File: src/hw/rtl/rbd_pkg.sv
// ----------------------------------------------------------------------------
// rbd_pkg: shared types, constants and helpers for the 2x2 box downsampler
// Widths of the pixel channels, counters and line store, and the pair-sum
// packing used by both the line store and the averaging stage.
// ----------------------------------------------------------------------------
package rbd_pkg;

    // Largest source width the line store is sized for.
    localparam int MAX_WIDTH   = 8192;
    localparam int LINE_DEPTH  = MAX_WIDTH / 2;
    localparam int LINE_AW     = $clog2(LINE_DEPTH);
    localparam int COL_W       = $clog2(MAX_WIDTH);
    localparam int WEFF_W      = $clog2(MAX_WIDTH + 1);

    localparam int WIDTH_REG_W  = 14;
    localparam int HEIGHT_REG_W = 16;
    localparam int ROW_W        = HEIGHT_REG_W;

    localparam int NUM_CH = 4;
    localparam int CH_W   = 8;
    localparam int PIX_W  = NUM_CH * CH_W;
    localparam int SUM_W  = CH_W + 1;
    localparam int PAIR_W = NUM_CH * SUM_W;

    localparam int APB_AW = 3;
    localparam int APB_DW = 32;

    // Register indexes, selected by address bit 2.
    localparam logic REG_SRC_WIDTH  = 1'b0;
    localparam logic REG_SRC_HEIGHT = 1'b1;

    typedef logic [PIX_W-1:0]  pixel_t;
    typedef logic [PAIR_W-1:0] pair_t;

    // Frame geometry derived from the configuration registers.
    typedef struct packed {
        logic             w_one;     // effective width is one
        logic             h_one;     // effective height is one
        logic [COL_W-1:0] w_last;    // last source column
        logic [ROW_W-1:0] h_last;    // last source row
        logic [COL_W-1:0] col_last;  // last column that is averaged
        logic [ROW_W-1:0] row_last;  // last row that is averaged
    } rbd_geom_t;

    // Side information that travels with an averaged pair.
    typedef struct packed {
        logic use_line;   // partner row comes from the line store
        logic row_end;
        logic frame_end;
    } rbd_tag_t;

    // Four channel-wise sums of two pixels, 9 bits apart.
    function automatic pair_t pair_of(input pixel_t a, input pixel_t b);
        pair_t s;
        s = '0;
        for (int c = 0; c < NUM_CH; c++) begin
            s[c*SUM_W +: SUM_W] = {1'b0, a[c*CH_W +: CH_W]} + {1'b0, b[c*CH_W +: CH_W]};
        end
        return s;
    endfunction

endpackage

File: src/hw/rtl/rbd_avg.sv
// ----------------------------------------------------------------------------
// rbd_avg: vertical combine and output register
// Holds a pair sum while the line store read completes, adds the partner
// row with rounding and presents the result on the output stream.
// ----------------------------------------------------------------------------
module rbd_avg (
    input  logic                   aclk,
    input  logic                   aresetn,
    input  logic                   load,
    input  rbd_pkg::pair_t         pair_in,
    input  rbd_pkg::rbd_tag_t      tag_in,
    input  rbd_pkg::pair_t         line_rdata,
    output logic                   take_ok,
    output logic                   m_tvalid,
    input  logic                   m_tready,
    output logic [rbd_pkg::PIX_W-1:0] m_tdata,
    output logic                   m_tlast,
    output logic                   m_tuser
);
    import rbd_pkg::*;

    logic     s1_valid_reg;
    pair_t    s1_pair_reg;
    rbd_tag_t s1_tag_reg;
    logic     out_free;
    logic     s1_move;
    pair_t    other;
    pixel_t   avg;
    logic [SUM_W:0] total;

    assign out_free = !m_tvalid || m_tready;
    assign s1_move  = s1_valid_reg && out_free;
    assign take_ok  = !s1_valid_reg || out_free;

    always_ff @(posedge aclk) begin
        if (!aresetn) begin
            s1_valid_reg <= 1'b0;
            m_tvalid     <= 1'b0;
        end else begin
            if (load) begin
                s1_valid_reg <= 1'b1;
            end else if (s1_move) begin
                s1_valid_reg <= 1'b0;
            end
            if (s1_move) begin
                m_tvalid <= 1'b1;
            end else if (m_tready) begin
                m_tvalid <= 1'b0;
            end
        end
    end

    always_ff @(posedge aclk) begin
        if (load) begin
            s1_pair_reg <= pair_in;
            s1_tag_reg  <= tag_in;
        end
        if (s1_move) begin
            m_tdata <= avg;
            m_tlast <= s1_tag_reg.row_end;
            m_tuser <= s1_tag_reg.frame_end;
        end
    end

    // Two 9-bit pair sums plus the rounding term stay below 1024, so the
    // mean always fits in eight bits.
    always_comb begin
        other = s1_tag_reg.use_line ? line_rdata : s1_pair_reg;
        avg   = '0;
        total = '0;
        for (int c = 0; c < NUM_CH; c++) begin
            total = (SUM_W+1)'(s1_pair_reg[c*SUM_W +: SUM_W])
                  + (SUM_W+1)'(other[c*SUM_W +: SUM_W]) + (SUM_W+1)'(2);
            avg[c*CH_W +: CH_W] = total[SUM_W:2];
        end
    end

endmodule

File: config.mk
export PLATFORM = sky130hd
export DESIGN_NAME = rbd_avg
export DESIGN_NICKNAME = d
export VERILOG_FILES = /design/src/hw/rtl/rbd_pkg.sv /design/src/hw/rtl/rbd_avg.sv
export SDC_FILE = /design/constraint.sdc
export NUM_CORES = 1
export LEC_CHECK = 0
export ABC_AREA = 1
export BUFFER_PORTS_ARGS = -buffer_cell sky130_fd_sc_hd__buf_4
export CAP_MARGIN = 10
export CORE_ASPECT_RATIO = 1.25
export CORE_MARGIN = 1.5
export CORE_UTILIZATION = 40
export CTS_BUF_LIST = sky130_fd_sc_hd__clkbuf_4 sky130_fd_sc_hd__clkbuf_8 sky130_fd_sc_hd__clkbuf_16
export DETAILED_ROUTE_END_ITERATION = 16
export SYNTH_ARGS = -nofsm -noshare
export SYNTH_HDL_FRONTEND = slang
export SYNTH_SLANG_ARGS = --single-unit
File: constraint.sdc
create_clock -name aclk -period 3.25 [get_ports aclk]
set_input_delay 0.1625 -clock aclk [delete_from_list [all_inputs] [get_ports aclk]]
set_output_delay 0.1625 -clock aclk [all_outputs]
set_load 0.1 [all_outputs]
==> results of run 1 <==
cells in the mapped netlist, drive strengths merged (12+ instances only):
cell,count
a21oi,15
edfxtp,73
ha,60
inv,64
mux2,28
nand2,109
nand3,29
nor2,32
xor2,12
cells by family (layout without fill, tap and decap cells):
family,Yosys count,in the layout
AO/OA/AOI/OAI,23,23
adder cells (fa/ha/maj),64,64
buffers and inverters,68,232
flip-flops,75,75
XOR/XNOR,12,12
AND/OR/NAND/NOR,174,174
multiplexers,28,28
power by group through the flow:
stage	Combinational (uW)	Clock [uW]	Sequential, uW
after floorplan	615	0	1690
after global placement	1310	0	1280
after detailed placement	1330	0	1280
after CTS	1370	1020	1260
after global routing	1500	1070	1270
final	1360	1000	1260
worst max-delay path: stages (launching register included):
cell      delay, ps
edfxtp_1        350
buf_4           360
mux2_2          390
ha_1            320
fa_1            460
nand3_1          80
nand2_1         110
nand3_1         110
nand2_1          70
nand2_1          60
nand2_1          40
how the worst max path moves through the flow:
stage | depth (start not counted) | endpoint | slack [ps] | start
global route | 10 | m_tdata[13]$_DFFE_PP_ | 480 | s1_tag_reg[2]$_DFFE_PP_
global placement | 10 | m_tdata[23]$_DFFE_PP_ | 730 | s1_tag_reg[2]$_DFFE_PP_
floorplan | 1 | m_tdata[0]$_DFFE_PP_ | 300 | m_tvalid$_SDFFE_PN0P_
CTS | 10 | m_tdata[21]$_DFFE_PP_ | 650 | s1_tag_reg[2]$_DFFE_PP_
finish | 10 | m_tdata[21]$_DFFE_PP_ | 650 | s1_tag_reg[2]$_DFFE_PP_
detailed placement | 10 | m_tdata[13]$_DFFE_PP_ | 650 | s1_tag_reg[2]$_DFFE_PP_
per-stage QoR:
stage | total power (uW) | area (sq um) | cells
5_1_grt | 3840 | 6260 | 743
6_report | 3620 | 6260 | 743
3_3_place_gp | 2590 | 5610 | 691
4_1_cts | 3660 | 6240 | 741
3_5_place_dp | 2610 | 5610 | 691
2_1_floorplan | 2310 | 4610 | 444
per-layer routing:
layer / part of all wire / track usage
met5: 0 / 0
met4: 0.025 / 0.0848
met3: 0.030 / 0.0305
met2: 0.53 / 0.282
met1: 0.42 / 0.174
what timing repair did:
item | CTS | global route
endpoints found under the hold margin | 34 | 2
hold buffers | 34 | 2
setup buffers | 0 | 0
final cells by class:
type	instances	area share
clock buffer	13	0.0407
clock inverter	3	0.00619
timing repair buffer	152	0.197
tap	135	0.0270
multi-input combinational	301	0.335
inverter	64	0.0383
sequential	75	0.356
==> run_results.csv, run 1 <==
group,metric,value,unit
critical_path,timing.critical_path.required,3340,ps
yosys,ys_warn_count,0,
pwr,cellPowerDensity,578,nW/um^2
yosys,post_synthesis_cell_count,444,
cells_and_area,register_area,2230,sq um
critical_path,worst_setup_path_end_kind,"flip-flop",
yosys,synth-seq-cells,75,
cells_and_area,area_delta_synth_final,35.8,%
die,design.core.area,11200,sq um
yosys,synth_area_per_cell,10.4,sq um
die,die_height,123,um
yosys,synth_area,4610,sq um
yosys,synth_fa_ha_area_frac,0.180,
yosys,synth_compound_gate_area_share,0.0271,
min_path,holdCritPathClass,"input pin to flip-flop",
pwr,comb_power_share,0.376,
drt,viasPerCell,4.66,
pwr,power_leakage,0.00302,uW
sta,rsz0062_at_grt,"false",
critical_path,crit_path_category,"flip-flop to flip-flop",
drt,dr.pass1.iters,4,
job,timing.max_cap.violations,0,
sta,final.period_utilization,0.799,
clock_tree,cts_root_buffer,"clkbuf_16",
drt,route.vias.total,3461,
pwr,p_sw_frac,0.362,
cells_and_area,post_route_cells_drive_above_1_share,0.268,
sta,slew-limit-headroom,0.252,
yosys,biggest_area_consumer_among_synthesized_cells,"edfxtp_1",
sta,finalHoldViolCount,0,
cells_and_area,layout_common_cells,"buf_4 (116), nand2_1 (107), edfxtp_1 (73)",
yosys,yosys.area_share.xor_xnor,0.0228,
yosys,post_synth_main_area_contributors,"edfxtp_1 (48%), ha_1 (16%), nand2_1 (8.7%)",
placement,dpl.hpwl,6750,um
sta,post-route-min-period,2600,ps
clock_tree,numCtsBuffers,9,
critical_path,worst_reg_to_reg_cells,10,
die,area_of_the_die,12200,sq um
sta,finalMaxSlewViolations,0,
cells_and_area,fin_nets,746,
die,start_util,0.412,
yosys,synth_cell_type_count,19,
drt,total_routed_wirelength,9110,um
yosys,yosysSeqAreaShare,0.484,
placement,io_buffers,114,
sta,fmax,385,MHz
cells_and_area,n_fill_cell,1012,
cells_and_area,finish.utilization,0.560,
yosys,largest_family_of_logic_cells_by_synthesized_area,"adder cells",
sta,report.final.setup_viol,0,
critical_path,worst_r2r_endpoint,"m_tdata[21]$_DFFE_PP_",
clock_tree,clk_path_buf_depth,2,
pwr,seq_power_share,0.348,
pwr,cellInternalPower,2310,uW
drt,drt_first_iter_violations,85,
yosys,synth_flop_cell,"edfxtp_1",
clock_tree,clock_sink_count,75,
sta,layout_setup_ws,654,ps
die,placementRows,43,
critical_path,r2r_start,"s1_tag_reg[2]$_DFFE_PP_",
pwr,p_switching,1310,uW
clock_tree,tritoncts,"done",
cells_and_area,multi_input_comb_area,2100,sq um
min_path,worstHoldEndpoint,"s1_tag_reg[0]$_DFFE_PP_",
cells_and_area,most_frequent_standard_cell_in_the_layout_excluding_fill_and_tap_cells,"buf_4",
sta,fin_tns_setup,0,ps
die,ios,115,
pwr,clkPwrFrac,0.276,
drt,detail-route-antenna-nets,0,
yosys,synth-async-reset-ratio,0,
yosys,post-synth-top-area-fraction,0.475,
clock_tree,clock_insertion_delay_worst_skew,330,ps
sta,timing_worst_slew_pin_value,1120,ps
sta,fin_worst_hold_slack,11.1,ps
min_path,start_point_of_the_worst_hold_path,"tag_in[0]",
global_routing,initial_antenna_violation_count,0,
yosys,post_synth_edffs,73,
critical_path,timing.reg2reg.setup_slack,650,ps
outcome,status,"finished clean",
cells_and_area,diodes,0,
yosys,mappedNetlistNets,587,
global_routing,grt.total_usage,0.156,
global_routing,grt.overflow.total,0,
global_routing,maximum_number_of_pins_on_one_net_before_global_route_repair,41,
critical_path,critical_path_peak_fanout,30,
drt,drt-wirelength-per-cell,12.3,um
yosys,synth.mux.area_fraction,0.0684,
clock_tree,cts-htree-levels,3,
clock_tree,clk_pin_slew,60,ps
clock_tree,postCtsResizedCells,0,
placement,routability_driven_placement_congestion_ratio,0.796,
global_routing,grt_pass1_wl,14800,um
sta,finalClockSkew,5.81,ps
cells_and_area,largest_reg_flops,36,
critical_path,critPathArrivalTime,2690,ps
die,dieWidth,99.0,um
yosys,synth_simple_gate_area_frac,0.154,
placement,place_ws,655,ps
global_routing,first_global_vias,3385,
min_path,min_delay_path_depth,1,
pwr,max-vdd-ir-drop,306,uV
critical_path,critical_path.startpoint_type,"flip-flop",
drt,drc,0,
No activity file was read; power rests on OpenSTA's default activity.
==> inputs of run 2 (changes only) <==
- clock period: 3.25 -> 2.6 ns (I/O delays scaled with it)
==> run 2 against run 1 <==
Compared with the run above:
- flip-flop and latch count is the same
- combinational power grew 37%
- critical path depth grew 2
- fmax grew 3.5%
- sequential power grew 25%
- clock skew grew 3.0 ps
- clock-buffer cell count is the same
- critical path type unchanged
==> run_results.csv, run 2 (synthesis results as in run 1) <==
group,metric,value,unit
sta,rsz0062_at_grt,"true",
critical_path,crit_path_category,"flip-flop to flip-flop",
drt,dr.pass1.iters,4,
placement,dpl.hpwl,6630,um
critical_path,worst_setup_path_end_kind,"flip-flop",
die,ios,115,
critical_path,timing.critical_path.required,2690,ps
drt,viasPerCell,4.66,
drt,total_routed_wirelength,9780,um
clock_tree,clock_insertion_delay_worst_skew,330,ps
die,die_height,123,um
global_routing,maximum_number_of_pins_on_one_net_before_global_route_repair,41,
clock_tree,cts-htree-levels,3,
global_routing,grt_pass1_wl,14700,um
cells_and_area,most_frequent_standard_cell_in_the_layout_excluding_fill_and_tap_cells,"buf_4",
placement,place_ws,103,ps
die,design.core.area,11200,sq um
placement,routability_driven_placement_congestion_ratio,0.771,
cells_and_area,n_fill_cell,963,
drt,route.vias.total,3514,
die,area_of_the_die,12200,sq um
sta,finalHoldViolCount,0,
clock_tree,clk_pin_slew,60,ps
sta,timing_worst_slew_pin_value,529,ps
clock_tree,clk_path_buf_depth,2,
sta,fin_worst_hold_slack,48.7,ps
sta,fmax,399,MHz
pwr,power,4600,uW
cells_and_area,layout_common_cells,"buf_4 (118), nand2_1 (100), edfxtp_1 (73)",
cells_and_area,area_delta_synth_final,43.1,%
pwr,power_leakage,0.00308,uW
sta,report.final.setup_viol,0,
clock_tree,tritoncts,"done",
drt,drt-wirelength-per-cell,13.0,um
global_routing,grt.total_usage,0.156,
clock_tree,numCtsBuffers,9,
global_routing,first_global_vias,3430,
outcome,status,"finished clean",
min_path,holdCritPathClass,"input pin to flip-flop",
clock_tree,clock_sink_count,75,
sta,fin_tns_setup,0,ps
sta,layout_setup_ws,92.7,ps
placement,io_buffers,114,
global_routing,grt.overflow.total,0,
critical_path,critPathArrivalTime,2590,ps
cells_and_area,diodes,0,
sta,finalClockSkew,8.83,ps
pwr,cellPowerDensity,698,nW/um^2
drt,detail-route-antenna-nets,0,
die,start_util,0.412,
cells_and_area,post_route_cells_drive_above_1_share,0.328,
sta,post-route-min-period,2510,ps
job,timing.max_cap.violations,0,
clock_tree,cts_root_buffer,"clkbuf_16",
sta,finalMaxSlewViolations,0,
pwr,max-vdd-ir-drop,291,uV
cells_and_area,largest_reg_flops,36,
global_routing,initial_antenna_violation_count,0,
sta,final.period_utilization,0.964,
drt,drc,0,
die,placementRows,43,
critical_path,critical_path.startpoint_type,"flip-flop",
die,dieWidth,99.0,um
critical_path,critical_path_peak_fanout,4,
cells_and_area,fin_nets,757,
drt,drt_first_iter_violations,65,
sta,slew-limit-headroom,0.647,
[run 2: worst paths after layout]
path,startpoint,endpoint,slack [ps],cells after the start
worst max-delay path,s1_tag_reg[2]$_DFFE_PP_,m_tdata[15]$_DFFE_PP_,90,12
worst min-delay path,aresetn,s1_valid_reg$_SDFFE_PN0P_,50,3
worst max register to register,s1_tag_reg[2]$_DFFE_PP_,m_tdata[15]$_DFFE_PP_,90,12
worst min register to register,s1_tag_reg[1]$_DFFE_PP_,m_tlast$_DFFE_PP_,420,0
[run 2: worst max-delay path: stages (launching register included)]
cell	delay, ps
edfxtp_1	480
buf_12	180
buf_4	140
buf_4	130
mux2_2	260
ha_1	280
ha_1	330
inv_1	80
o21bai_1	70
nor2_1	130
nand2_1	70
nand2_1	60
nand2_1	40
[run 2: report_power, final]
group	internal, uW	switching (uW)
clock network	700	461
registers	1530	44.3
logic	686	1190
total	2910	1690
[run 2: final cells by class]
| class | count | area [sq um] | share of cell area |
|---|---|---|---|
| Timing Repair Buffer | 163 | 1390 | 0.210 |
| Inverter | 64 | 240 | 0.0364 |
| Clock buffer | 13 | 262 | 0.0396 |
| Tap cell | 135 | 169 | 0.0256 |
| Clock inverter | 3 | 15.0 | 0.00228 |
| Sequential cell | 75 | 2230 | 0.338 |
| Multi-Input combinational cell | 301 | 2290 | 0.347 |
[run 2: what timing repair did]
item | in CTS | in global routing
setup endpoints to repair | 0 | 3
gates resized for setup | 0 | 33
setup buffers | 0 | 5
hold buffers | 39 | 0
endpoints found under the hold margin | 39 | 0
[run 2: routing by layer]
metal  vias up  track usage  wire, um
met3        12       0.0322       314
li1       1835            -         -
met4         0       0.0750       186
met2        72        0.287      5280
met5         -            0         0
met1      1595        0.171      3990
[run 2: through the flow]
stage               utilization  std cells  area [sq um]
finish                    0.590        754          6600
global route              0.590        754          6600
CTS                       0.564        747          6310
detailed placement        0.504        692          5640
global placement          0.504        692          5640
floorplan                     -        444          4620
