[src/hw/rtl/rbd_pkg.sv]
// ----------------------------------------------------------------------------
// rbd_pkg: shared types, constants and helpers for the 2x2 box downsampler
// Widths of the pixel channels, counters and line store, and the pair-sum
// packing used by both the line store and the averaging stage.
// ----------------------------------------------------------------------------
package rbd_pkg;

    // Largest source width the line store is sized for.
    localparam int MAX_WIDTH   = 8192;
    localparam int LINE_DEPTH  = MAX_WIDTH / 2;
    localparam int LINE_AW     = $clog2(LINE_DEPTH);
    localparam int COL_W       = $clog2(MAX_WIDTH);
    localparam int WEFF_W      = $clog2(MAX_WIDTH + 1);

    localparam int WIDTH_REG_W  = 14;
    localparam int HEIGHT_REG_W = 16;
    localparam int ROW_W        = HEIGHT_REG_W;

    localparam int NUM_CH = 4;
    localparam int CH_W   = 8;
    localparam int PIX_W  = NUM_CH * CH_W;
    localparam int SUM_W  = CH_W + 1;
    localparam int PAIR_W = NUM_CH * SUM_W;

    localparam int APB_AW = 3;
    localparam int APB_DW = 32;

    // Register indexes, selected by address bit 2.
    localparam logic REG_SRC_WIDTH  = 1'b0;
    localparam logic REG_SRC_HEIGHT = 1'b1;

    typedef logic [PIX_W-1:0]  pixel_t;
    typedef logic [PAIR_W-1:0] pair_t;

    // Frame geometry derived from the configuration registers.
    typedef struct packed {
        logic             w_one;     // effective width is one
        logic             h_one;     // effective height is one
        logic [COL_W-1:0] w_last;    // last source column
        logic [ROW_W-1:0] h_last;    // last source row
        logic [COL_W-1:0] col_last;  // last column that is averaged
        logic [ROW_W-1:0] row_last;  // last row that is averaged
    } rbd_geom_t;

    // Side information that travels with an averaged pair.
    typedef struct packed {
        logic use_line;   // partner row comes from the line store
        logic row_end;
        logic frame_end;
    } rbd_tag_t;

    // Four channel-wise sums of two pixels, 9 bits apart.
    function automatic pair_t pair_of(input pixel_t a, input pixel_t b);
        pair_t s;
        s = '0;
        for (int c = 0; c < NUM_CH; c++) begin
            s[c*SUM_W +: SUM_W] = {1'b0, a[c*CH_W +: CH_W]} + {1'b0, b[c*CH_W +: CH_W]};
        end
        return s;
    endfunction

endpackage

[src/hw/rtl/rbd_cfg.sv]
// ----------------------------------------------------------------------------
// rbd_cfg: configuration registers
// APB register file for the source size, with the derived frame geometry
// and a pulse on every register write that restarts the frame.
// ----------------------------------------------------------------------------
module rbd_cfg (
    input  logic                       aclk,
    input  logic                       aresetn,
    input  logic                       psel,
    input  logic                       penable,
    input  logic                       pwrite,
    input  logic [rbd_pkg::APB_AW-1:0] paddr,
    input  logic [rbd_pkg::APB_DW-1:0] pwdata,
    output logic [rbd_pkg::APB_DW-1:0] prdata,
    output logic                       pready,
    output rbd_pkg::rbd_geom_t         geom,
    output logic                       restart
);
    import rbd_pkg::*;

    logic [WIDTH_REG_W-1:0]  src_width_reg;
    logic [HEIGHT_REG_W-1:0] src_height_reg;
    logic [WEFF_W-1:0]       w_eff;
    logic [ROW_W-1:0]        h_eff;
    logic [WEFF_W-1:0]       w_even;
    logic [ROW_W-1:0]        h_even;
    logic [WEFF_W-1:0]       w_last_full;
    logic [WEFF_W-1:0]       col_last_full;
    logic                    wr_en;

    assign pready  = 1'b1;
    assign wr_en   = psel && penable && pwrite;
    assign restart = wr_en;

    always_ff @(posedge aclk) begin
        if (!aresetn) begin
            src_width_reg  <= WIDTH_REG_W'(1);
            src_height_reg <= HEIGHT_REG_W'(1);
        end else if (wr_en) begin
            unique case (paddr[2])
                REG_SRC_WIDTH:  src_width_reg  <= pwdata[WIDTH_REG_W-1:0];
                REG_SRC_HEIGHT: src_height_reg <= pwdata[HEIGHT_REG_W-1:0];
                default: ;
            endcase
        end
    end

    always_comb begin
        unique case (paddr[2])
            REG_SRC_WIDTH:  prdata = APB_DW'(src_width_reg);
            REG_SRC_HEIGHT: prdata = APB_DW'(src_height_reg);
            default:        prdata = '0;
        endcase
    end

    // A size of zero counts as one; widths beyond the line store are clamped.
    always_comb begin
        priority if (src_width_reg == '0) begin
            w_eff = WEFF_W'(1);
        end else if (WEFF_W'(src_width_reg) > WEFF_W'(MAX_WIDTH)) begin
            w_eff = WEFF_W'(MAX_WIDTH);
        end else begin
            w_eff = WEFF_W'(src_width_reg);
        end
        h_eff         = (src_height_reg == '0) ? ROW_W'(1) : src_height_reg;
        w_even        = {w_eff[WEFF_W-1:1], 1'b0};
        h_even        = {h_eff[ROW_W-1:1], 1'b0};
        w_last_full   = w_eff - WEFF_W'(1);
        col_last_full = w_even - WEFF_W'(1);
        geom.w_one    = (w_eff == WEFF_W'(1));
        geom.h_one    = (h_eff == ROW_W'(1));
        geom.w_last   = w_last_full[COL_W-1:0];
        geom.h_last   = h_eff - ROW_W'(1);
        geom.col_last = col_last_full[COL_W-1:0];
        geom.row_last = h_even - ROW_W'(1);
    end

endmodule

[config.mk]
export PLATFORM = sky130hd
export DESIGN_NAME = rbd_cfg
export DESIGN_NICKNAME = d
export VERILOG_FILES = /design/src/hw/rtl/rbd_pkg.sv /design/src/hw/rtl/rbd_cfg.sv
export SDC_FILE = /design/constraint.sdc
export NUM_CORES = 1
export LEC_CHECK = 0
export BUFFER_PORTS_ARGS = -buffer_cell sky130_fd_sc_hd__buf_2
export CORE_ASPECT_RATIO = 2
export CORE_MARGIN = 4
export CORE_UTILIZATION = 35
export CTS_CLUSTER_SIZE = 20
export DETAILED_ROUTE_END_ITERATION = 12
export PLACE_DENSITY_LB_ADDON = 0.2
export SYNTH_ARGS = -nofsm -noshare
export SYNTH_HDL_FRONTEND = slang
export SYNTH_SLANG_ARGS = --single-unit
[constraint.sdc]
create_clock -name aclk -period 2.73 [get_ports aclk]
set_clock_uncertainty 0.2 [all_clocks]
set_input_delay 0.1365 -clock aclk [delete_from_list [all_inputs] [get_ports aclk]]
set_output_delay 0.1365 -clock aclk [all_outputs]
set_load 0.005 [all_outputs]
==> run summary, run 1 <==
dpl ws -> 0.193 ns
# IOs -> 134
Post-synth EDFFs -> 0
Final Hold Vio Count -> 0
Post-Synth XOR/XNOR Area -> 0.112
Overall Global Routing Usage -> 0.179
largest net degree at the start of global routing -> 31
instance area at placement -> 0.00331 mm²
Leak -> 1.73 nW
Core Region -> 0.00760 mm²
Worst Hold End -> src_width_reg[0]$_SDFFE_PN1P_
Storage cell area -> 603 µm²
Worst slew margin -> 0.615
vias in the first global route -> 2769
CTS Buf Count -> 5
WP data arrival -> 2.31 ns
number of port buffers -> 96
gr ovfl total -> 0
diodes inserted -> 0
RSZ-0062 raised after global routing -> true
Final setup viols -> 0
ANT nets after route -> 0
status -> complete, no violations
maximum vdd drop -> 0.430 mV
Routed wire per std cell -> 14.6 µm
CTS Sinks -> 30
synthesis-stage register bit count -> 30
Clock Path Buffers -> 2
r2r setup slk -> 1.61 ns
Worst setup SP type -> flop
MaxCap Viol Count -> 0
max FFs per register -> 16
# rows -> 45
Multi-input gate area -> 0.00192 mm²
Synth Instances -> 374
Vias -> 2858
TritonCTS clock tree -> done
Nets -> 538
Chip Height -> 133 µm
worst skew pair latency -> 0.27 ns
critical path class -> flop to primary output
FFs w/ async S/R, synth -> 0
CP required -> 2.39 ns
Initial DRT Pass Iterations -> 4
Slew @ Worst Pin -> 0.578 ns
detailed placement HPWL -> 6790 µm
final wirelength -> 8550 µm
vias per inst -> 4.89
Initial Util -> 0.360
worst setup slack after layout -> 0.0815 ns
Synth Flop Type -> dfxtp_1
count of different cell masters after synthesis -> 51
CTS Root Cell -> clkbuf_16
Filler Cells Inserted -> 815
post-synthesis mux area share -> 0.0530
Critical Path Sink Type -> primary output
fin crit period -> 2.65 ns
share of layout cells above drive strength 1 -> 0.342
Mean Syn Cell Area -> 7.32 µm²
Crit Path Max Fanout -> 6
Final Max Slew Viols -> 0
clock transition at the registers of the reported paths -> 0.05 ns
pwr dens -> 382 mW/mm²
final instance area -> 0.00368 mm²
FMAX -> 0.378 GHz
synthesized cell area -> 0.00274 mm²
worst hold path class -> input pin to flop
compound-cell area share of the yosys netlist -> 0.164
Final Cycle Share -> 0.970
H-tree depth -> 2
Die Width -> 70.5 µm
antenna violations before repair -> 0
Placer Congestion -> 0.844
simple-gate portion of the synthesized area -> 0.295
worst hold path depth -> 2
DIE AREA -> 0.00938 mm²
worst reg-to-reg path cell count -> 3
HP Start -> aresetn
register area share after synthesis -> 0.219
Residual DRC -> 0
adder-cell share of the synthesized area -> 0.0366
global-route wire length before repair -> 13600 µm
YS warnings -> 0
reg-to-reg endpoint -> src_width_reg[4]$_SDFFE_PN0P_
Starting DRT DRC Count -> 94
Worst R2R Start -> src_width_reg[4]$_SDFFE_PN0P_
Area growth syn-to-layout -> 34.7%
combinational family with the most area after synthesis -> simple AND/OR/NAND/NOR gates
## where the power goes
part	internal, mW	switching, mW	leakage (nW)
sequential	0.449	0.0129	0.244
clock	0.360	0.188	0.0739
combinational	0.200	0.200	1.41
total	1.01	0.400	1.73
## cell type report
cell class | count | area share
clock buffers | 7 | 0.0387
clock inverters | 1 | 0.00136
inverters | 11 | 0.0112
multi-input cells | 301 | 0.520
flip-flops and latches | 30 | 0.164
well taps | 94 | 0.0319
repair buffers | 141 | 0.233
## repair_timing
item / in CTS / in global routing
setup endpoints to repair: 4 / 11
gates resized for setup: 4 / 9
endpoints found under the hold margin: 30 / 0
pin swaps: 1 / 4
buffers inserted: 1 / 2
hold buffers: 16 / 0
## cells in the final DEF, fill, tap and decap left out, types with 4 or more instances in the layout
master,netlist,routed
nor3_1,8,8
xnor2_1,19,19
conb_1,2,19
mux2_2,12,12
inv_1,11,10
xor2_1,16,16
nand2_1,92,89
a21boi_0,28,28
buf_2,7,96
nand3_1,10,10
dfxtp_1,30,28
buf_4,21,29
nor2_1,18,17
a21oi_1,7,7
dlygate4sd3_1,0,16
and2_1,4,4
ha_1,8,7
o21ai_0,9,8
clkbuf_16,0,5
## worst max-delay path, cell delays in order (launching register included)
cell      delay (ns)
dfxtp_1         0.33
nor4_4          0.34
a31oi_2         0.16
nor2_2          0.15
inv_1           0.09
ha_1            0.23
buf_4           0.16
nand2b_1        0.18
o22ai_1         0.18
a41oi_1         0.06
buf_2           0.15
## worst max-delay path by stage
| stage | startpoint | end | slack [ns] | depth (start not counted) |
|---|---|---|---|---|
| global route | src_width_reg[4]$_SDFFE_PN0P_ | geom[49] | -0.06 | 10 |
| finish | src_width_reg[6]$_SDFFE_PN0P_ | geom[49] | 0.08 | 10 |
| floorplan | src_width_reg[13]$_SDFFE_PN0P_ | geom[52] | 0.12 | 11 |
| CTS | src_width_reg[13]$_SDFFE_PN0P_ | geom[52] | 0.01 | 9 |
| global placement | src_width_reg[1]$_SDFFE_PN0P_ | geom[53] | 0.24 | 9 |
| detailed placement | src_width_reg[10]$_SDFFE_PN0P_ | geom[55] | 0.19 | 9 |
## per-stage QoR
stage	hold slack (ns)	utilization	std cells	power, mW	setup TNS [ns]
after detailed placement	0.173	0.436	558	0.846	0
after CTS	0.0674	0.480	583	1.42	0
after global placement	0.178	0.436	558	0.844	0
after floorplan	0.0605	-	391	0.712	0
after global routing	0.117	0.485	585	1.48	-0.0615
final	0.0647	0.485	585	1.41	0
## cells in the mapped netlist, types with 3 or more instances
library cell / number / area share
buf_2: 7 / 0.013
o21ai_0: 9 / 0.016
inv_1: 11 / 0.015
a21oi_1: 7 / 0.013
or3_1: 3 / 0.0069
nand2_1: 92 / 0.13
xnor2_1: 19 / 0.061
nor3_1: 8 / 0.015
ha_1: 8 / 0.037
mux2_2: 12 / 0.049
a21boi_0: 28 / 0.077
clkbuf_1: 20 / 0.027
a31oi_1: 4 / 0.0091
nand3_1: 10 / 0.018
xor2_1: 16 / 0.051
nor2_1: 18 / 0.025
dfxtp_1: 30 / 0.22
and2_1: 4 / 0.0091
nand2b_1: 3 / 0.0069
nor4_1: 4 / 0.0091
buf_4: 21 / 0.058
## routing by layer
layer  GRT usage  up-vias  part of all wire
li1            -     1440                 -
met1       0.190     1314              0.38
met2       0.343       90              0.55
met3      0.0160       14             0.045
met4      0.0810        0             0.029
met5           0        -                 0
## logic make-up after synthesis
family,after synthesis
DFF,30
adders and majority gates,8
other,2
xor gates and xnor gates,35
buffers and inverters,60
AOI/OAI and AO/OA,63
and+or+nand+nor,163
muxes,13
(Power assumes the default switching activity.)
==> inputs of run 2 (changes only) <==
--- a/config.mk
+++ b/config.mk
@@ -6,12 +6,15 @@
 export NUM_CORES = 1
 export LEC_CHECK = 0
 export BUFFER_PORTS_ARGS = -buffer_cell sky130_fd_sc_hd__buf_2
+export CAP_MARGIN = 30
 export CORE_ASPECT_RATIO = 2
 export CORE_MARGIN = 4
 export CORE_UTILIZATION = 35
 export CTS_CLUSTER_SIZE = 20
 export DETAILED_ROUTE_END_ITERATION = 12
 export PLACE_DENSITY_LB_ADDON = 0.2
+export RECOVER_POWER = 25
+export REMOVE_ABC_BUFFERS = 1
 export SYNTH_ARGS = -nofsm -noshare
 export SYNTH_HDL_FRONTEND = slang
 export SYNTH_SLANG_ARGS = --single-unit
==> run summary, run 2 (same netlist as run 1, synthesis figures left out) <==
Gate power share -> 0.289 (+0.005)
WP data arrival -> 2.29 ns (-0.02 ns)
ANT nets after route -> 0 (unchanged)
Cell Chain, Critical Path -> buf_4, or3_1, o41ai_2, buf_4, nand2_1, o221a_2, buf_2
H-tree depth -> 2 (unchanged)
maximum vdd drop -> 0.398 mV (-7.4%)
Final setup viols -> 0 (unchanged)
Placer Congestion -> 0.858 (+1.7%)
critical path's top delay family -> compound AO/OA/AOI/OAI gates
status -> complete, no violations
Initial DRT Pass Iterations -> 4 (unchanged)
max FFs per register -> 16 (unchanged)
Final Hold Vio Count -> 0 (unchanged)
CTS Buf Count -> 5 (unchanged)
vias per inst -> 4.91 (+0.49%)
DIE AREA -> 0.00938 mm² (unchanged)
Worst R2R Start -> src_width_reg[13]$_SDFFE_PN0P_
Core Region -> 0.00760 mm² (unchanged)
Nets -> 539 (+0.19%)
Clock power frac -> 0.382 (-0.007)
critical path class -> flop to primary output
Tot Pwr -> 1.40 mW (-0.35%)
largest net degree at the start of global routing -> 31 (unchanged)
cell mode on critical path -> buf_4
detailed placement HPWL -> 6910 µm (+1.7%)
fin crit period -> 2.63 ns (-0.0189 ns)
CTS Root Cell -> clkbuf_16
HP Start -> aresetn
Slew @ Worst Pin -> 1.12 ns (+0.543 ns)
share of layout cells above drive strength 1 -> 0.351 (+0.00886)
Chip Height -> 133 µm (unchanged)
Clock Path Buffers -> 2 (unchanged)
CTS Sinks -> 30 (unchanged)
# IOs -> 134 (unchanged)
switching share of power -> 0.287 (+0.00319)
Worst path slowest cell -> or3_1
antenna violations before repair -> 0 (unchanged)
most common cell after layout, fill and taps aside -> buf_2
most frequent cells in the layout -> buf_2, nand2_1, buf_4
Die Width -> 70.5 µm (unchanged)
Initial Util -> 0.360 (unchanged)
TritonCTS clock tree -> done
Internal -> 1.00 mW (-0.79%)
sequential power share -> 0.329 (+0.002)
global-route wire length before repair -> 13600 µm (unchanged)
Routed wire per std cell -> 15.0 µm (+2.9%)
Worst setup SP type -> flop
Filler Cells Inserted -> 827 (+1.5%)
Area growth syn-to-layout -> 35.6%
CP max stage delay -> 0.46 ns (+0.12 ns)
Worst slew margin -> 0.253 (-0.362)
Vias -> 2867 (+0.31%)
# rows -> 45 (unchanged)
worst hold path class -> input pin to flop
Overall Global Routing Usage -> 0.184 (+0.00482)
Residual DRC -> 0 (unchanged)
Buf/Inv on CP -> 3 (unchanged)
Starting DRT DRC Count -> 135 (+44%)
diodes inserted -> 0 (unchanged)
vias in the first global route -> 2754 (-0.54%)
worst hold slack -> 0.0712 ns (+0.00645 ns)
Crit Path Max Fanout -> 11 (+5)
RSZ-0062 raised after global routing -> false
Sw Pwr -> 0.403 mW (+0.76%)
Leak -> 1.73 nW (about the same)
CP required -> 2.39 ns (about the same)
Final Max Slew Viols -> 0 (unchanged)
Critical Path Source -> src_width_reg[2]$_SDFFE_PN0P_
clock transition at the registers of the reported paths -> 0.05 ns (about the same)
number of port buffers -> 96 (unchanged)
Critical Path Sink Type -> primary output
gr ovfl total -> 0 (unchanged)
Final Cycle Share -> 0.963 (-0.00692)
Setup TNS -> 0 ns (unchanged)
MaxCap Viol Count -> 0 (unchanged)
worst skew pair latency -> 0.27 ns (about the same)
final wirelength -> 8780 µm (+2.8%)
FMAX -> 0.380 GHz (+0.72%)
pwr dens -> 379 mW/mm² (-1.0%)
run 2: layer usage:
layer	routed length, µm	vias up	global-route usage	share of wire
li1	-	1443	-	-
met1	3120	1321	0.183	0.35
met2	5000	87	0.355	0.57
met3	421	16	0.0319	0.048
met4	238	0	0.0821	0.027
met5	0	-	0	0
run 2: repair_timing:
action                                 4_1_cts  5_1_grt
endpoints found under the hold margin       30        0
resized for setup                            3       18
setup endpoints to repair                    5       11
buffers inserted                             1        3
pin swaps                                    1        5
hold buffers                                16        0
run 2: worst register-to-register path, cell delays in order, from the launching register on:
cell and delay [ns]:
dfxtp_1 0.38, buf_4 0.26, nand2_1 0.07, a21boi_0 0.16
run 2: path summary, 6_finish.rpt:
path / to / slack (ns) / cells after the start
hold reg to reg: src_height_reg[7]$_SDFFE_PN0P_ / 0.33 / 2
setup / recovery: geom[21] / 0.10 / 7
hold / removal: src_height_reg[0]$_SDFFE_PN1P_ / 0.07 / 2
setup reg to reg: src_width_reg[13]$_SDFFE_PN0P_ / 1.59 / 3
run 2: final cells by class:
type | count | area [µm²] | share of cell area
Tap cell | 94 | 118 | 0.0317
Multi-Input combinational cell | 301 | 1940 | 0.524
Inverter | 11 | 41.3 | 0.0111
Timing Repair Buffer | 142 | 863 | 0.233
Sequential cell | 30 | 604 | 0.163
Clock buffer | 6 | 139 | 0.0374
run 2: power by group through the flow:
| stage | combinational [mW] | sequential, mW | clock (mW) |
|---|---|---|---|
| floorplan | 0.205 | 0.473 | 0 |
| global placement | 0.375 | 0.468 | 0 |
| detailed placement | 0.379 | 0.469 | 0 |
| finish | 0.406 | 0.462 | 0.536 |
| CTS | 0.402 | 0.460 | 0.551 |
| global route | 0.451 | 0.463 | 0.562 |
run 2: stage by stage:
step                      cell area [µm²]  utilization  instances  setup slack (ns)
after floorplan                      2520            -        342            0.0945
after global placement               3310        0.436        558             0.286
after detailed placement             3310        0.436        558             0.253
after CTS                            3630        0.477        581           0.00948
after global routing                 3710        0.488        584            0.0247
final                                3710        0.488        584             0.100
==> inputs of run 3 (changes only) <==
--- a/config.mk
+++ b/config.mk
@@ -5,6 +5,7 @@
 export SDC_FILE = /design/constraint.sdc
 export NUM_CORES = 1
 export LEC_CHECK = 0
+export ABC_AREA = 1
 export BUFFER_PORTS_ARGS = -buffer_cell sky130_fd_sc_hd__buf_2
 export CAP_MARGIN = 30
 export CORE_ASPECT_RATIO = 2
==> run summary, run 3 <==
status -> complete, no violations
Gate power share -> 0.340 (+0.051)
CTS Root Cell -> clkbuf_16
count of different cell masters after synthesis -> 34 (-33%)
worst skew pair latency -> 0.28 ns (about the same)
clock transition at the registers of the reported paths -> 0.05 ns (about the same)
fin crit period -> 2.56 ns (-0.0740 ns)
Synth top cells by count -> nand2_1, nor2_1, o21ai_0, inv_1
Worst slew margin -> 0.364 (+0.111)
critical path's top delay family -> simple AND/OR/NAND/NOR gates
area share of the largest cell type after synthesis -> 0.229 (+0.00964)
Overall Global Routing Usage -> 0.181 (-0.00302)
sequential power share -> 0.306 (-0.023)
register area share after synthesis -> 0.229 (+0.00964)
Final Hold Vio Count -> 0 (unchanged)
Starting DRT DRC Count -> 108 (-20%)
most common cell in the netlist -> nand2_1
Chip Height -> 130 µm (-2.0%)
CTS Buf Count -> 5 (unchanged)
instance area at placement -> 0.00313 mm² (-5.5%)
diodes inserted -> 0 (unchanged)
Mean Syn Cell Area -> 6.36 µm² (-13%)
Sw Pwr -> 0.508 mW (+26%)
largest net degree at the start of global routing -> 31 (unchanged)
Clock power frac -> 0.354 (-0.028)
Nets -> 580 (+7.6%)
vias per inst -> 4.72 (-3.8%)
critical path depth in cells -> 13 (+6)
r2r setup slk -> 1.73 ns (+0.14 ns)
Crit Path Max Fanout -> 5 (-6)
Final Cycle Share -> 0.936 (-0.0271)
Clock Path Buffers -> 2 (unchanged)
maximum vdd drop -> 0.222 mV (-44%)
CP required -> 2.39 ns (about the same)
worst reg-to-reg path cell count -> 3 (unchanged)
switching share of power -> 0.327 (+0.0396)
Routed wire per std cell -> 13.3 µm (-11%)
Area growth syn-to-layout -> 33.3%
YS warnings -> 0 (unchanged)
synthesis-stage register bit count -> 30 (unchanged)
FFs w/ async S/R, synth -> 0 (unchanged)
critical path class -> flop to primary output
dpl ws -> 0.346 ns (+0.0930 ns)
max FFs per register -> 16 (unchanged)
FMAX -> 0.391 GHz (+2.9%)
Synth area leader -> dfxtp_1
Post-synth EDFFs -> 0 (unchanged)
RSZ-0062 raised after global routing -> false
Core Region -> 0.00727 mm² (-4.4%)
final wirelength -> 8340 µm (-5.1%)
pwr dens -> 444 mW/mm² (+17%)
vias in the first global route -> 2825 (+2.6%)
Die Width -> 69.2 µm (-1.9%)
Final setup viols -> 0 (unchanged)
most frequent cells in the layout -> nand2_1, buf_2, nor2_1
Worst setup SP type -> flop
Synth Instances -> 412 (+10%)
gr ovfl total -> 0 (unchanged)
most common cell after layout, fill and taps aside -> nand2_1
Worst R2R Start -> src_height_reg[5]$_SDFFE_PN0P_
critical path endpoint -> geom[39]
DIE AREA -> 0.00902 mm² (-3.8%)
Worst path slowest cell -> dfxtp_1
worst hold path class -> input pin to flop
Placer Congestion -> 0.902 (+5.2%)
final instance area -> 0.00349 mm² (-5.8%)
Critical Path Sink Type -> primary output
Critical Path Source -> src_height_reg[5]$_SDFFE_PN0P_
Buf/Inv on CP -> 4 (+1)
Residual DRC -> 0 (unchanged)
global-route wire length before repair -> 13000 µm (-4.3%)
antenna violations before repair -> 0 (unchanged)
number of port buffers -> 96 (unchanged)
worst setup slack after layout -> 0.174 ns (+0.0740 ns)
ANT nets after route -> 0 (unchanged)
synthesized cell area -> 0.00262 mm² (-4.2%)
Final Max Slew Viols -> 0 (unchanged)
MaxCap Viol Count -> 0 (unchanged)
share of layout cells above drive strength 1 -> 0.270 (-0.0809)
Cell Chain, Critical Path -> inv_2, nand2_2, nor2_4, nand2_2, o31ai_4, inv_1, ha_1, inv_2, nor2_2, nand2_1, nor2_1, xor2_1, buf_2
Setup TNS -> 0 ns (unchanged)
WP data arrival -> 2.22 ns (-0.07 ns)
reg-to-reg endpoint -> src_height_reg[5]$_SDFFE_PN0P_
Leak -> 1.83 nW (+5.7%)
CTS Sinks -> 30 (unchanged)
Initial Util -> 0.361 (+0.000709)
detailed placement HPWL -> 6750 µm (-2.4%)
Vias -> 2952 (+3.0%)
Tot Pwr -> 1.55 mW (+11%)
Internal -> 1.05 mW (+4.4%)
synth top area cells -> dfxtp_1, nand2_1, xor2_1, o21ai_0, nor2_1
TritonCTS clock tree -> done
# rows -> 44 (-2.2%)
Initial DRT Pass Iterations -> 4 (unchanged)
# IOs -> 134 (unchanged)
H-tree depth -> 2 (unchanged)
Slew @ Worst Pin -> 0.942 ns (-0.179 ns)
CP max stage delay -> 0.35 ns (-0.11 ns)
Synth Flop Type -> dfxtp_1
-- run 3: changes by cell type after synthesis, sizes merged, moves of 6 or more --
cell and change:
o21ai +40, nor2 +36, inv +32, a21boi -29, xnor2 -16, xor2 +14
a21oi +13, clkbuf -13, mux2 -12, nand2 +9, nand3 +9, nor4 -7
nand4 +6
-- run 3: cells by family (layout without fill, tap and decap cells) --
| family | Yosys count | in the layout | share of synthesized area |
|---|---|---|---|
| simple gates | 188 | 188 | 0.312 |
| xor+xnor | 33 | 33 | 0.110 |
| buf+inv | 76 | 180 | 0.144 |
| fa+ha+maj | 8 | 8 | 0.0382 |
| other cells | 2 | 19 | 0.00287 |
| flops | 30 | 30 | 0.229 |
| compound gates | 75 | 75 | 0.163 |
-- run 3: per-layer routing --
layer / share of wire / wire [µm] / vias up / global-route usage
li1: - / - / 1515 / -
met1: 0.34 / 2850 / 1332 / 0.167
met2: 0.57 / 4760 / 85 / 0.368
met3: 0.045 / 378 / 20 / 0.0230
met4: 0.042 / 350 / 0 / 0.106
met5: 0 / 0 / - / 0
-- run 3: power groups by stage --
stage,combinational (mW),sequential [mW],clock [mW]
4_1_cts,0.528,0.473,0.562
2_1_floorplan,0.294,0.480,0
3_3_place_gp,0.502,0.482,0
6_report,0.528,0.475,0.549
5_1_grt,0.594,0.477,0.578
3_5_place_dp,0.507,0.482,0
-- run 3: timing repair --
item | in CTS | in global routing
setup buffers | 0 | 7
hold buffers | 16 | 0
endpoints found under the hold margin | 30 | 0
endpoints found under the setup margin | 0 | 18
gates resized for setup | 0 | 17
-- run 3: area by class of cell --
type,count,area [µm²]
tap,92,115
sequential,30,608
inverter,45,169
clock buffer,7,143
timing repair buffer,127,731
multi-input combinational,323,1720
fill,829,3770
clock inverter,1,5.00
-- run 3: metrics by stage --
stage          cells  utilization  hold slack (ns)
2_1_floorplan    398            -           0.0206
3_3_place_gp     594        0.431            0.173
3_5_place_dp     594        0.431            0.179
4_1_cts          618        0.473           0.0892
5_1_grt          625        0.481            0.124
6_report         625        0.481           0.0974
-- run 3: how the worst min path moves through the flow --
| stage | start | to | slack (ns) | cells past startpoint |
|---|---|---|---|---|
| 2_1_floorplan | aresetn | src_width_reg[0]$_SDFFE_PN1P_ | 0.02 | 1 |
| 3_3_place_gp | pwdata[0] | src_width_reg[0]$_SDFFE_PN1P_ | 0.17 | 3 |
| 3_5_place_dp | pwdata[0] | src_width_reg[0]$_SDFFE_PN1P_ | 0.18 | 3 |
| 4_1_cts | aresetn | src_width_reg[0]$_SDFFE_PN1P_ | 0.09 | 2 |
| 5_1_grt | aresetn | src_width_reg[0]$_SDFFE_PN1P_ | 0.12 | 2 |
| 6_report | aresetn | src_width_reg[0]$_SDFFE_PN1P_ | 0.1 | 2 |
